`config.mk`:
```
export PLATFORM = sky130hd
export DESIGN_NAME = remote_drive_command_decoder_unit_flat
export DESIGN_NICKNAME = d
export VERILOG_FILES = /design/src/rtl/rdcd_pkg.sv /design/src/rtl/rdcd_in_if.sv /design/src/rtl/rdcd_out_if.sv /design/src/rtl/remote_drive_command_decoder_unit.sv /design/src/rtl/rdcd_cmd_state.sv /design/src/rtl/rdcd_duty.sv /design/src/flat_wrapper.sv
export SDC_FILE = /design/constraint.sdc
export NUM_CORES = 1
export LEC_CHECK = 0
export BUFFER_PORTS_ARGS = -buffer_cell sky130_fd_sc_hd__buf_2
export CAP_MARGIN = 20
export CORE_MARGIN = 2
export CORE_UTILIZATION = 35
export CTS_BUF_LIST = sky130_fd_sc_hd__clkbuf_2 sky130_fd_sc_hd__clkbuf_4 sky130_fd_sc_hd__clkbuf_8
export DETAILED_ROUTE_END_ITERATION = 16
export GPL_TIMING_DRIVEN = 1
export SLEW_MARGIN = 20
export SYNTH_ARGS = -nofsm -noshare
export SYNTH_HDL_FRONTEND = slang
export SYNTH_SLANG_ARGS = --single-unit
```
`constraint.sdc`:
```
create_clock -name clk -period 12 [get_ports clk]
set_clock_uncertainty 0.15 [all_clocks]
set_input_delay 3.6 -clock clk [delete_from_list [all_inputs] [get_ports clk]]
set_output_delay 3.6 -clock clk [all_outputs]
set_load 0.01 [all_outputs]
```
`src/rtl/rdcd_pkg.sv`:
```
// shared types, constants and tables for the remote drive command decoder
package rdcd_pkg;

  // duty fraction width and the register port
  localparam int FRAC_BITS_DEFAULT = 12;
  localparam int CFG_W             = 13;
  localparam logic [CFG_W-1:0] AUTO_TURN_DUTY_RESET = 13'd1638;
  localparam int PADDR_W           = 3;
  localparam int PDATA_W           = 32;

  // command byte codes
  localparam logic [7:0] BYTE_ESC     = 8'd27;
  localparam logic [7:0] BYTE_BRACKET = 8'd91;
  localparam logic [7:0] KEY_UP       = 8'd65;
  localparam logic [7:0] KEY_DOWN     = 8'd66;
  localparam logic [7:0] KEY_RIGHT    = 8'd67;
  localparam logic [7:0] KEY_LEFT     = 8'd68;
  localparam logic [7:0] CMD_STOP     = 8'h73;
  localparam logic [7:0] CMD_FWD      = 8'h66;
  localparam logic [7:0] CMD_BACK     = 8'h62;
  localparam logic [7:0] CMD_MANUAL   = 8'h6d;
  localparam logic [7:0] CMD_AUTO     = 8'h61;

  // escape sequence recogniser states
  typedef enum logic [1:0] {
    PH_IDLE,
    PH_ESC,
    PH_CSI
  } phase_t;

  // drive state seen by the duty logic
  typedef struct packed {
    logic [1:0]        speed;
    logic signed [2:0] steer;
    logic              enable;
    logic              fwd;
    logic              auto_mode;
    logic              straight;
    logic              turn;
    logic              led;
  } drv_state_t;

  // speed level to tenths
  function automatic logic [3:0] speed_tenths(input logic [1:0] lvl);
    logic [3:0] t;
    case (lvl)
      2'd0:    t = 4'd0;
      2'd1:    t = 4'd3;
      2'd2:    t = 4'd7;
      default: t = 4'd10;
    endcase
    return t;
  endfunction

  // left wheel share of the steer level, tenths
  function automatic logic [3:0] steer_left_tenths(input logic signed [2:0] s);
    logic [3:0] t;
    case (s)
      -3'sd3:  t = 4'd0;
      -3'sd2:  t = 4'd4;
      -3'sd1:  t = 4'd7;
      3'sd1:   t = 4'd10;
      3'sd2:   t = 4'd10;
      3'sd3:   t = 4'd10;
      default: t = 4'd0;
    endcase
    return t;
  endfunction

  // right wheel share of the steer level, tenths
  function automatic logic [3:0] steer_right_tenths(input logic signed [2:0] s);
    logic [3:0] t;
    case (s)
      -3'sd3:  t = 4'd10;
      -3'sd2:  t = 4'd10;
      -3'sd1:  t = 4'd10;
      3'sd1:   t = 4'd7;
      3'sd2:   t = 4'd4;
      3'sd3:   t = 4'd0;
      default: t = 4'd0;
    endcase
    return t;
  endfunction

endpackage

```
`src/rtl/rdcd_in_if.sv`:
```
// input item channel: command byte or pwm tick with sensor flags
interface rdcd_in_if;
  logic       valid;
  logic       ready;
  logic       mode;
  logic [7:0] rx_byte;
  logic       path_clear;
  logic       ir_left_hit;
  logic       ir_right_hit;

  modport source (output valid, mode, rx_byte, path_clear, ir_left_hit, ir_right_hit,
                  input ready);
  modport sink   (input valid, mode, rx_byte, path_clear, ir_left_hit, ir_right_hit,
                  output ready);
endinterface

```
`src/rtl/rdcd_out_if.sv`:
```
// result item channel: motor duties and drive status
interface rdcd_out_if #(
  parameter int FRAC_BITS = rdcd_pkg::FRAC_BITS_DEFAULT
);
  logic                 valid;
  logic                 ready;
  logic [FRAC_BITS:0]   left_duty;
  logic [FRAC_BITS:0]   right_duty;
  logic                 dir_pin;
  logic                 led_level;
  logic                 auto_active;
  logic [1:0]           speed_now;
  logic signed [2:0]    steer_now;

  modport source (output valid, left_duty, right_duty, dir_pin, led_level, auto_active,
                  speed_now, steer_now, input ready);
  modport sink   (input valid, left_duty, right_duty, dir_pin, led_level, auto_active,
                  speed_now, steer_now, output ready);
endinterface

```
`src/rtl/remote_drive_command_decoder_unit.sv`:
```
// Remote drive command decoder: input register, decode and duty logic, result register.
// Each accepted item goes to the input register, then to the result register that drives res.
// One item per cycle while res.ready allows; a single decode pass lies between the registers.
// The input stage keeps taking items while a result waits, stopping only when both are full.
// Synchronous active-high reset clears the drive state, both valid flags and the register
// (auto_turn_duty back to 1638).
module remote_drive_command_decoder_unit #(
  parameter int FRAC_BITS = rdcd_pkg::FRAC_BITS_DEFAULT
) (
  input  logic                          clk,
  input  logic                          rst,
  rdcd_in_if.sink                       cmd,
  rdcd_out_if.source                    res,
  input  logic                          psel,
  input  logic                          penable,
  input  logic                          pwrite,
  input  logic [rdcd_pkg::PADDR_W-1:0]  paddr,
  input  logic [rdcd_pkg::PDATA_W-1:0]  pwdata,
  output logic [rdcd_pkg::PDATA_W-1:0]  prdata,
  output logic                          pready
);

  localparam logic REG_AUTO_TURN_DUTY = 1'b0;

  logic [rdcd_pkg::CFG_W-1:0] auto_turn_duty;
  logic                       reg_idx_hi;

  logic       in_valid;
  logic       in_mode;
  logic [7:0] in_byte;
  logic       in_clear;
  logic       in_ir_l;
  logic       in_ir_r;
  logic       advance;

  rdcd_pkg::drv_state_t st_next;
  logic [FRAC_BITS:0]   left_c;
  logic [FRAC_BITS:0]   right_c;

  // register port
  assign pready     = 1'b1;
  assign reg_idx_hi = paddr[2];

  always_ff @(posedge clk) begin
    if (rst) begin
      auto_turn_duty <= rdcd_pkg::AUTO_TURN_DUTY_RESET;
    end else if (psel && penable && pwrite && (reg_idx_hi == REG_AUTO_TURN_DUTY)) begin
      auto_turn_duty <= pwdata[rdcd_pkg::CFG_W-1:0];
    end
  end

  assign prdata = (reg_idx_hi == REG_AUTO_TURN_DUTY)
                ? rdcd_pkg::PDATA_W'(auto_turn_duty) : '0;

  // stage handshake
  assign advance   = !res.valid || res.ready;
  assign cmd.ready = !in_valid || advance;

  // input register
  always_ff @(posedge clk) begin
    if (rst) begin
      in_valid <= 1'b0;
    end else if (cmd.valid && cmd.ready) begin
      in_valid <= 1'b1;
    end else if (advance) begin
      in_valid <= 1'b0;
    end
  end

  always_ff @(posedge clk) begin
    if (cmd.valid && cmd.ready) begin
      in_mode  <= cmd.mode;
      in_byte  <= cmd.rx_byte;
      in_clear <= cmd.path_clear;
      in_ir_l  <= cmd.ir_left_hit;
      in_ir_r  <= cmd.ir_right_hit;
    end
  end

  // byte decode and drive state
  rdcd_cmd_state u_state (
    .clk     (clk),
    .rst     (rst),
    .apply   (in_valid && advance),
    .is_byte (!in_mode),
    .rx_byte (in_byte),
    .st_next (st_next)
  );

  // duties from the updated state
  rdcd_duty #(
    .FRAC_BITS (FRAC_BITS)
  ) u_duty (
    .st             (st_next),
    .auto_turn_duty (auto_turn_duty),
    .path_clear     (in_clear),
    .ir_left_hit    (in_ir_l),
    .ir_right_hit   (in_ir_r),
    .left_duty      (left_c),
    .right_duty     (right_c)
  );

  // result register
  always_ff @(posedge clk) begin
    if (rst) begin
      res.valid <= 1'b0;
    end else if (advance) begin
      res.valid <= in_valid;
    end
  end

  always_ff @(posedge clk) begin
    if (advance && in_valid) begin
      res.left_duty   <= left_c;
      res.right_duty  <= right_c;
      res.dir_pin     <= st_next.enable && st_next.fwd;
      res.led_level   <= st_next.led;
      res.auto_active <= st_next.auto_mode;
      res.speed_now   <= st_next.speed;
      res.steer_now   <= st_next.steer;
    end
  end

endmodule

```
`src/rtl/rdcd_cmd_state.sv`:
```
// command byte decoder and drive state registers
module rdcd_cmd_state (
  input  logic                   clk,
  input  logic                   rst,
  input  logic                   apply,
  input  logic                   is_byte,
  input  logic [7:0]             rx_byte,
  output rdcd_pkg::drv_state_t   st_next
);

  rdcd_pkg::phase_t     phase;
  rdcd_pkg::phase_t     phase_next;
  rdcd_pkg::drv_state_t st;
  logic                 key_ok;

  // escape recogniser next state
  always_comb begin
    phase_next = phase;
    if (is_byte) begin
      case (rx_byte)
        rdcd_pkg::BYTE_ESC:     phase_next = rdcd_pkg::PH_ESC;
        rdcd_pkg::BYTE_BRACKET: begin
          if (phase == rdcd_pkg::PH_ESC) phase_next = rdcd_pkg::PH_CSI;
        end
        default:                phase_next = rdcd_pkg::PH_IDLE;
      endcase
    end
  end

  // arrow keys count only in the CSI phase, entered on ESC [
  assign key_ok = is_byte && (phase == rdcd_pkg::PH_CSI);

  // drive state update for the byte
  always_comb begin
    st_next = st;
    if (key_ok) begin
      case (rx_byte)
        rdcd_pkg::KEY_UP: begin
          st_next.enable = 1'b1;
          if (st.speed != 2'd3) st_next.speed = st.speed + 2'd1;
        end
        rdcd_pkg::KEY_DOWN: begin
          st_next.enable = 1'b1;
          if (st.speed != 2'd0) st_next.speed = st.speed - 2'd1;
        end
        rdcd_pkg::KEY_RIGHT: begin
          st_next.enable   = 1'b1;
          st_next.turn     = 1'b1;
          st_next.straight = 1'b0;
          if (st.steer < 3'sd3) st_next.steer = st.steer + 3'sd1;
        end
        rdcd_pkg::KEY_LEFT: begin
          st_next.enable   = 1'b1;
          st_next.turn     = 1'b1;
          st_next.straight = 1'b0;
          if (st.steer > -3'sd3) st_next.steer = st.steer - 3'sd1;
        end
        default: ;
      endcase
    end
    if (is_byte) begin
      case (rx_byte)
        rdcd_pkg::CMD_STOP: st_next.enable = 1'b0;
        rdcd_pkg::CMD_FWD: begin
          st_next.enable   = 1'b1;
          st_next.turn     = 1'b0;
          st_next.straight = 1'b1;
          st_next.fwd      = 1'b1;
        end
        rdcd_pkg::CMD_BACK: begin
          st_next.enable   = 1'b1;
          st_next.turn     = 1'b0;
          st_next.straight = 1'b1;
          st_next.fwd      = 1'b0;
        end
        rdcd_pkg::CMD_MANUAL: begin
          st_next.led       = 1'b1;
          st_next.enable    = 1'b1;
          st_next.auto_mode = 1'b0;
          st_next.fwd       = 1'b0;
          st_next.turn      = 1'b0;
          st_next.steer     = 3'sd0;
          st_next.speed     = 2'd0;
        end
        rdcd_pkg::CMD_AUTO: begin
          st_next.led       = 1'b0;
          st_next.enable    = 1'b1;
          st_next.auto_mode = 1'b1;
          st_next.fwd       = 1'b1;
        end
        default: ;
      endcase
    end
  end

  // state registers, updated as the item moves to the result register
  always_ff @(posedge clk) begin
    if (rst) begin
      phase <= rdcd_pkg::PH_IDLE;
      st    <= '0;
    end else if (apply) begin
      phase <= phase_next;
      st    <= st_next;
    end
  end

endmodule

```
`src/rtl/rdcd_duty.sv`:
```
// wheel duty computation for manual and automatic drive
module rdcd_duty #(
  parameter int FRAC_BITS = rdcd_pkg::FRAC_BITS_DEFAULT
) (
  input  rdcd_pkg::drv_state_t        st,
  input  logic [rdcd_pkg::CFG_W-1:0]  auto_turn_duty,
  input  logic                        path_clear,
  input  logic                        ir_left_hit,
  input  logic                        ir_right_hit,
  output logic [FRAC_BITS:0]          left_duty,
  output logic [FRAC_BITS:0]          right_duty
);

  localparam int DUTY_W = FRAC_BITS + 1;
  localparam int CMP_W  = (DUTY_W > rdcd_pkg::CFG_W) ? DUTY_W : rdcd_pkg::CFG_W;

  // hundredths to duty fraction, truncated
  logic [DUTY_W-1:0] lut [0:127];
  for (genvar i = 0; i < 128; i++) begin : g_lut
    assign lut[i] = DUTY_W'((i * (1 << FRAC_BITS)) / 100);
  end

  logic [3:0]        sp;
  logic [3:0]        share [0:1];
  logic [7:0]        target [0:1];
  logic [7:0]        dir_h;
  logic [7:0]        diff [0:1];
  logic [6:0]        diff_sat [0:1];
  logic [DUTY_W-1:0] man [0:1];
  logic [CMP_W-1:0]  atd_ext;
  logic [CMP_W-1:0]  one_ext;
  logic [DUTY_W-1:0] atd_sat;

  assign sp       = rdcd_pkg::speed_tenths(st.speed);
  assign share[0] = rdcd_pkg::steer_left_tenths(st.steer);
  assign share[1] = rdcd_pkg::steer_right_tenths(st.steer);
  assign dir_h    = st.fwd ? 8'd100 : 8'd0;

  // manual lanes: |dir - target| in hundredths, saturated at one
  always_comb begin
    for (int w = 0; w < 2; w++) begin
      target[w] = 8'd0;
      if (st.turn)     target[w] = target[w] + 8'(share[w]) * 8'(sp);
      if (st.straight) target[w] = target[w] + 8'(sp) * 8'd10;
      diff[w]     = (dir_h > target[w]) ? dir_h - target[w] : target[w] - dir_h;
      diff_sat[w] = (diff[w] > 8'd100) ? 7'd100 : diff[w][6:0];
      man[w]      = st.enable ? lut[diff_sat[w]] : '0;
    end
  end

  // automatic duty clipped to one
  assign atd_ext = CMP_W'(auto_turn_duty);
  assign one_ext = CMP_W'(1) << FRAC_BITS;
  assign atd_sat = (atd_ext > one_ext) ? DUTY_W'(one_ext) : DUTY_W'(atd_ext);

  // mode select
  always_comb begin
    if (st.auto_mode) begin
      left_duty  = (path_clear && ir_right_hit) ? atd_sat : '0;
      right_duty = (path_clear && ir_left_hit)  ? atd_sat : '0;
    end else begin
      left_duty  = man[0];
      right_duty = man[1];
    end
  end

endmodule

```
`src/flat_wrapper.sv`:
```
// flat-port wrapper written by rule: the top's interface ports become plain ports
module remote_drive_command_decoder_unit_flat 
#(
  parameter int FRAC_BITS = rdcd_pkg::FRAC_BITS_DEFAULT
)
  (clk, rst, psel, penable, pwrite, paddr, pwdata, prdata, pready, cmd_valid, cmd_mode, cmd_rx_byte, cmd_path_clear, cmd_ir_left_hit, cmd_ir_right_hit, cmd_ready, res_valid, res_left_duty, res_right_duty, res_dir_pin, res_led_level, res_auto_active, res_speed_now, res_steer_now, res_ready);
  rdcd_in_if cmd_i ();
  rdcd_out_if #(.FRAC_BITS(FRAC_BITS)) res_i ();
  input  logic clk;
  input  logic rst;
  input  logic psel;
  input  logic penable;
  input  logic pwrite;
  input  logic [rdcd_pkg::PADDR_W-1:0] paddr;
  input  logic [rdcd_pkg::PDATA_W-1:0] pwdata;
  output logic [rdcd_pkg::PDATA_W-1:0] prdata;
  output logic pready;
  input wire logic [$bits(cmd_i.valid)-1:0] cmd_valid;
  input wire logic [$bits(cmd_i.mode)-1:0] cmd_mode;
  input wire logic [$bits(cmd_i.rx_byte)-1:0] cmd_rx_byte;
  input wire logic [$bits(cmd_i.path_clear)-1:0] cmd_path_clear;
  input wire logic [$bits(cmd_i.ir_left_hit)-1:0] cmd_ir_left_hit;
  input wire logic [$bits(cmd_i.ir_right_hit)-1:0] cmd_ir_right_hit;
  output wire logic [$bits(cmd_i.ready)-1:0] cmd_ready;
  output wire logic [$bits(res_i.valid)-1:0] res_valid;
  output wire logic [$bits(res_i.left_duty)-1:0] res_left_duty;
  output wire logic [$bits(res_i.right_duty)-1:0] res_right_duty;
  output wire logic [$bits(res_i.dir_pin)-1:0] res_dir_pin;
  output wire logic [$bits(res_i.led_level)-1:0] res_led_level;
  output wire logic [$bits(res_i.auto_active)-1:0] res_auto_active;
  output wire logic [$bits(res_i.speed_now)-1:0] res_speed_now;
  output wire logic [$bits(res_i.steer_now)-1:0] res_steer_now;
  input wire logic [$bits(res_i.ready)-1:0] res_ready;
  assign cmd_i.valid = cmd_valid;
  assign cmd_i.mode = cmd_mode;
  assign cmd_i.rx_byte = cmd_rx_byte;
  assign cmd_i.path_clear = cmd_path_clear;
  assign cmd_i.ir_left_hit = cmd_ir_left_hit;
  assign cmd_i.ir_right_hit = cmd_ir_right_hit;
  assign cmd_ready = cmd_i.ready;
  assign res_valid = res_i.valid;
  assign res_left_duty = res_i.left_duty;
  assign res_right_duty = res_i.right_duty;
  assign res_dir_pin = res_i.dir_pin;
  assign res_led_level = res_i.led_level;
  assign res_auto_active = res_i.auto_active;
  assign res_speed_now = res_i.speed_now;
  assign res_steer_now = res_i.steer_now;
  assign res_i.ready = res_ready;
  remote_drive_command_decoder_unit #(.FRAC_BITS(FRAC_BITS)) u_core (.clk(clk), .rst(rst), .cmd(cmd_i), .res(res_i), .psel(psel), .penable(penable), .pwrite(pwrite), .paddr(paddr), .pwdata(pwdata), .prdata(prdata), .pready(pready));
endmodule
```
# Yosys cells after proc, flatten, opt, wreduce, memory -nomap -nowiden
# Memories as Yosys holds them, arrays and structs flattened.
# Cells that the tools add are included.
# W data, S select, Z words.
[word_totals]
romBits = 3328
n_memories = 2
output_inout_bits = 69
wordCells = 148
register_bits = 74
input_bits = 54
[classes]
reduce_logical = 27
n_mux = 46
order_cmp = 9
mul = 3
bitwise = 4
n_addsub = 10
n_eq_ne = 23
[mem_list]
columns = ["name", "depth", "word_bits", "rd", "rd_ports_with_merged_regs", "wr", "line_no", "text"]
rows = [
  ["(name not given)", 128, 13, 1, 0, 0, "rdcd_duty.sv:47", "man[w] = st.enable ? lut[diff_sat[w]] : '0;"],
  ["(name not given)", 128, 13, 1, 0, 0, "rdcd_duty.sv:47", ""],
]
[op_table]
columns = ["cell", "count"]
rows = [
  ["$mux W13", 12],
  ["$eq A8 B7 Y1 const B", 10],
  ["$mux W8", 6],
  ["$pmux W4 S3", 3],
  ["$sub A8 B8 Y8", 4],
  ["$mux W7", 3],
  ["$add A8 B8 Y8", 2],
  ["$ge A8 B8 Y1 const B", 2],
  ["$gt A8 B7 Y1 const B", 2],
  ["$gt A8 B8 Y1", 2],
  ["$mul A4 B4 Y8", 2],
  ["$not A7 Y8", 2],
  ["$gt A13 B13 Y1 const B", 1],
  ["$mux W11", 1],
  ["$mux W2", 5],
  ["$eq A3 B3 Y1 const B", 3],
  ["$logic_and A1 B1 Y1", 9],
  ["$reduce_or A3 Y1", 3],
  ["$eq A8 B5 Y1 const B", 1],
  ["$pmux W1 S2", 4],
  ["$pmux W2 S2", 2],
  ["$reduce_or A2 Y1", 4],
  ["$reduce_or A4 Y1", 2],
  ["$mul A4 B3 Y7 const B", 1],
  ["other kinds (22)", 36],
]

# Longest topological paths before layout
[logic_depth]
ltp_word = 23
depth_mapped = 47
depth_no_buf = 43

# By module
# Synthesis repeated with hierarchy kept, for this count alone.
[hier_totals]
cells_unflattened = 1411
hier_area_um2 = 10850.4
[modules_own_cells]
columns = ["mod", "instances", "cells_each", "area_each_um2", "seq_area_each_um2"]
rows = [
  ["rdcd_duty", 1, 1104, 7400.8, 0.0],
  ["remote_drive_command_decoder_unit", 1, 152, 2302.2, 1681.6],
  ["rdcd_cmd_state", 1, 155, 1147.4, 260.2],
]

# Worst setup path after synthesis
# OpenSTA, ideal clock, no wires.
[synth_timing]
path_type = "register -> register"
start = "reg u_core.in_byte[5]"
end = "reg u_core.res.right_duty[4] (data pin)"
t_arrival_ps = 9752
setup_ps = 134
synth_period_minus_slack_ps = 10036
t_required_ps = 11716
path_stages_with_launch = 43
path_buffers = 5
setup_slack_ps = 1964
cell_sequence = "edfxtp_1 or4b_4 a211oi_2 buf_6 nor2_1 a311oi_1 nand2b_1 a21oi_1 nand2_1 fa_1 fa_1 inv_1 fa_1 xor2_1 and2_1 ha_1 inv_1 nor2_1 [7 not listed] nor2b_1 a21boi_1 buf_2 or3_1 buf_2 mux2i_4 a211oi_1 o21ai_1 nor2_1 inv_1 ha_1 clkbuf_1 clkinv_1 o21ai_0 nor3_1 or4b_1 nand3_1 a32o_1"
[synth_lines]
columns = ["item", "line_no", "text"]
rows = [
  ["start: declaration", "remote_drive_command_decoder_unit.sv:30", "logic [7:0] in_byte;"],
  ["start signal: assignment", "remote_drive_command_decoder_unit.sv:73", "in_byte <= cmd.rx_byte;"],
  ["end signal: assignment", "remote_drive_command_decoder_unit.sv:115", "res.right_duty <= right_c;"],
  ["end: declaration", "rdcd_out_if.sv:15", "modport source (output valid, left_duty, right_duty, dir_pin, led_level, auto_active,"],
]

# Worst setup path in the final report
[layout_timing]
start = "reg u_core.in_byte[0]"
end = "reg u_core.res.right_duty[4] (data pin)"
[layout_via]
elab_chain_len = 22
word_cells_on_any_way = 58
classes_between = "add/sub: 3; mul: 2; order compare: 2; eq/ne: 16; mux: 24; bitwise: 1; reduce/logical: 9; memory: 1"
[layout_rtl]
columns = ["item", "line_no", "text"]
rows = [
  ["$eq A8 B7 Y1", "rdcd_cmd_state.sv:37", "case (rx_byte)"],
  ["$pmux W3 S2", "rdcd_cmd_state.sv:37", ""],
  ["$mux W6", "rdcd_cmd_state.sv:36", "if (key_ok) begin"],
  ["$mux W5", "rdcd_cmd_state.sv:62", "case (rx_byte)"],
  ["$mux W11 (*)", "rdcd_cmd_state.sv:61", "if (is_byte) begin"],
  ["$eq A3 B3 Y1", "rdcd_pkg.sv:73", "case (s)"],
  ["$reduce_or A3 Y1 (no line)", "-", ""],
  ["$pmux W4 S3", "rdcd_pkg.sv:73", ""],
  ["[6 not listed]", "-", ""],
  ["$gt A8 B7 Y1", "rdcd_duty.sv:46", "diff_sat[w] = (diff[w] > 8'd100) ? 7'd100 : diff[w][6:0];"],
  ["$mux W7", "rdcd_duty.sv:46", ""],
  ["$not A7 Y8 (not written as such)", "rdcd_duty.sv:47", ""],
  ["$mem_v2 Z128 W13", "-", ""],
  ["$mux W13 (not written as such) (2 in series)", "rdcd_duty.sv:47", ""],
  ["$mux W13", "rdcd_duty.sv:47", ""],
  ["$mux W13 (*)", "rdcd_duty.sv:58", "if (st.auto_mode) begin"],
  ["named net u_core.right_c[4]", "remote_drive_command_decoder_unit.sv:38", "logic [FRAC_BITS:0] right_c;"],
]
# The timed path passes the listed nets; every way through them passes the cells marked *. The select of a mux whose other input is x is not followed.
# A chain may end at the register's enable or synchronous reset.

==> metrics.cfg <==
[run_status]
status = finished clean

[floorplan]
io_pins = 123
dieArea_mm2 = 0.03206
rows = 64
start_util_pct = 35.34
fp.dieW_um = 179.1
die_h_um = 179.1
core_mm2 = 0.03035

[clock_tree]
cts_root_buf = clkbuf_8
cts_resized = 0
clock_latency_ps = 410
cts_sinks = 74
cts_tree = done
cts_buffer_depth = 2
cts_hold_buf = 0
htree_num_levels = 3
cts_buffers = 9
cts_setup_buffers = 0
cts.clk_slew.worst_paths_ps = 110

[grt]
antenna_found_initial = 0
track_usage_pct = 23.01
grt-ovfl-total = 0
grt_pass1_vias = 10625
grt_pass1_wl_um = 58620
grt_start_max_net_pins = 49

[detailed_routing]
wl_per_cell_um = 19.95
routed_wirelength_um = 37030
first_iter_violations = 1513
firstDrtPassIters = 7
drt-vias-per-instance = 6.303
drtAntennaViolNets = 0
num_vias = 11698
remaining_drc_errors = 0

[synth]
synth_cell_type_count = 113
seq_area_frac_synth_pct = 18.10
syn-cell-area_mm2 = 0.01073
async_flop_share_pct = 0
synthFlopType = edfxtp_1
syn_area_per_cell_um2 = 7.512
ys_ff_latch = 74
synth_edf_count = 46
synth_cells = 1428
yosys_warnings = 0

[sta]
fin_tns_setup_ps = 0
period_share_pct = 95.06
max_freq_mhz = 87.67
slew_viol_final = 0
max-slew-margin-rel_pct = 22.90
rsz0062_at_grt = false
layout_setup_ws_ps = 593.0
worstMarginPinSlew_ps = 1152
fin_crit_ps = 11410
setup_viol = 0
hold_viol_final = 0

[setup_path]
crit_family = compound AO/OA/AOI/OAI gates
start_kind = flop
crit_top_cell = inv_1
slowest_stage = nor4b_1
critical-path-max-stage-delay_ps = 690
crit_required_ps = 12140
cp.arrival_ps = 11540
critPathKind = flop to flop
crit_fanout = 16
worst-path-buf-inv = 6
setup.worst_path.end_class = flop

[finish]
layout.cells.non_filler = 1856
fin_nets = 1597
drive_above_1_share_pct = 12.33
area_growth_pct = 7.571
fillers = 3149
final_common_cell = nand2_1
diodes = 0
layout_common_cells = nand2_1, nor2_1, a21oi_1, buf_2, o21ai_0

[power_and_ir_drop]
finalPower_uw = 1103
vdd_drop_max_mv = 0.07295
p_leak_uw = 0.004567
powerDensity_mw_per_mm2 = 95.56

[job]
drv_cap = 0

[placed_design]
dp_cells = 1840
dp_slack_ps = 938.1
port_buffers = 81
gp_congestion = 0.9668
dpl.hpwl_um = 26850

[min_path]
hold_class = flop to flop

[registers in the layout, summed over array words and instances, names as in the netlist, 2 cells and up]
name and cells:
u_core.u_state.st 11, u_core.res.left_duty 13, u_core.res.right_duty 13, u_core.in_byte 8
u_core.res.steer_now 3, u_core.auto_turn_duty 13, u_core.u_state.phase 2, u_core.res.speed_now 2
[final timing paths]
| check | slack, ps | endpoint | from | cells after the start |
|---|---|---|---|---|
| hold / removal | 330 | u_core.u_state.st[3] | u_core.u_state.st[3] | 2 |
| hold reg to reg | 330 | u_core.u_state.st[3] | u_core.u_state.st[3] | 2 |
| setup / recovery | 590 | u_core.res.right_duty[4] | u_core.in_byte[0] | 38 |
| setup reg to reg | 590 | u_core.res.right_duty[4] | u_core.in_byte[0] | 38 |
[through the flow]
stage / hold WS (ps) / cell area, um^2 / utilization [%]
global route: 364.1 / 11540 / 38.02
global placement: 313.5 / 11330 / 37.34
CTS: 333.5 / 11540 / 38.02
detailed placement: 318.7 / 11330 / 37.34
floorplan: 299.3 / 10790 / -
finish: 330.8 / 11540 / 38.02
[report_power, final]
part	internal, uW	switching (uW)
Sequential	283	9.47
Clock	99.7	115
Combinational	189	406
[layer usage]
layer / vias to the layer above / part of all wire (%) / wire [um] / global-route usage [%]
met5: - / 0 / 0 / 0
met4: 0 / 3.1 / 1132 / 7.182
met3: 97 / 8.7 / 3215 / 3.838
met2: 642 / 46 / 17000 / 37.45
met1: 5546 / 42 / 15680 / 30.98
li1: 5413 / - / - / -
[Yosys cell counts, types with 11 or more instances]
| cell type | number | area [um^2] |
|---|---|---|
| o21ai_0 | 80 | 400.4 |
| a31oi_1 | 19 | 118.9 |
| mux2i_1 | 18 | 180.2 |
| a211oi_1 | 30 | 225.2 |
| and2_1 | 30 | 187.7 |
| nor2_1 | 123 | 461.7 |
| xnor2_1 | 12 | 105.1 |
| buf_4 | 24 | 180.2 |
| edfxtp_1 | 46 | 1381 |
| nand3_1 | 37 | 185.2 |
| nand2_1 | 184 | 690.7 |
| a221oi_1 | 15 | 131.4 |
| o211ai_1 | 36 | 270.3 |
| clkbuf_1 | 60 | 225.2 |
| ha_1 | 78 | 975.9 |
| buf_2 | 20 | 100.1 |
| a21o_1 | 14 | 105.1 |
| a211o_1 | 11 | 96.34 |
| nand4_1 | 13 | 81.33 |
| inv_1 | 54 | 202.7 |
| o21a_1 | 13 | 97.59 |
| a21oi_1 | 103 | 515.5 |
| dfxtp_1 | 28 | 560.5 |
| o221ai_1 | 13 | 113.9 |
| nor3_1 | 37 | 185.2 |
| o31ai_1 | 12 | 90.09 |
| nor2b_1 | 25 | 156.4 |
[cells by family after synthesis]
family          after synthesis  synth area share, %
buf+inv                     171                7.547
simple gates                535                24.12
other cells                   2              0.07001
flops                        74                18.10
compound gates              507                34.41
fa+ha+maj                    89                11.06
mux                          29                2.974
xor+xnor                     21                1.715
[worst min-delay path: stages, from the launching register on]
cell and delay [ps]:
dfxtp_1 330, nand2_1 60, a21oi_1 50
[layout make-up]
cell class                 count  area, um^2  area share [%]
clock buffer                   9       123.9           1.074
clock inverter                 7       81.33          0.7048
inverter                      57       215.2           1.865
multi-input combinational   1201        8043           69.70
sequential                    74        1942           16.83
tap                          396       495.5           4.294
timing repair buffer         112       638.1           5.530
Power figures use the tool's default switching activity.
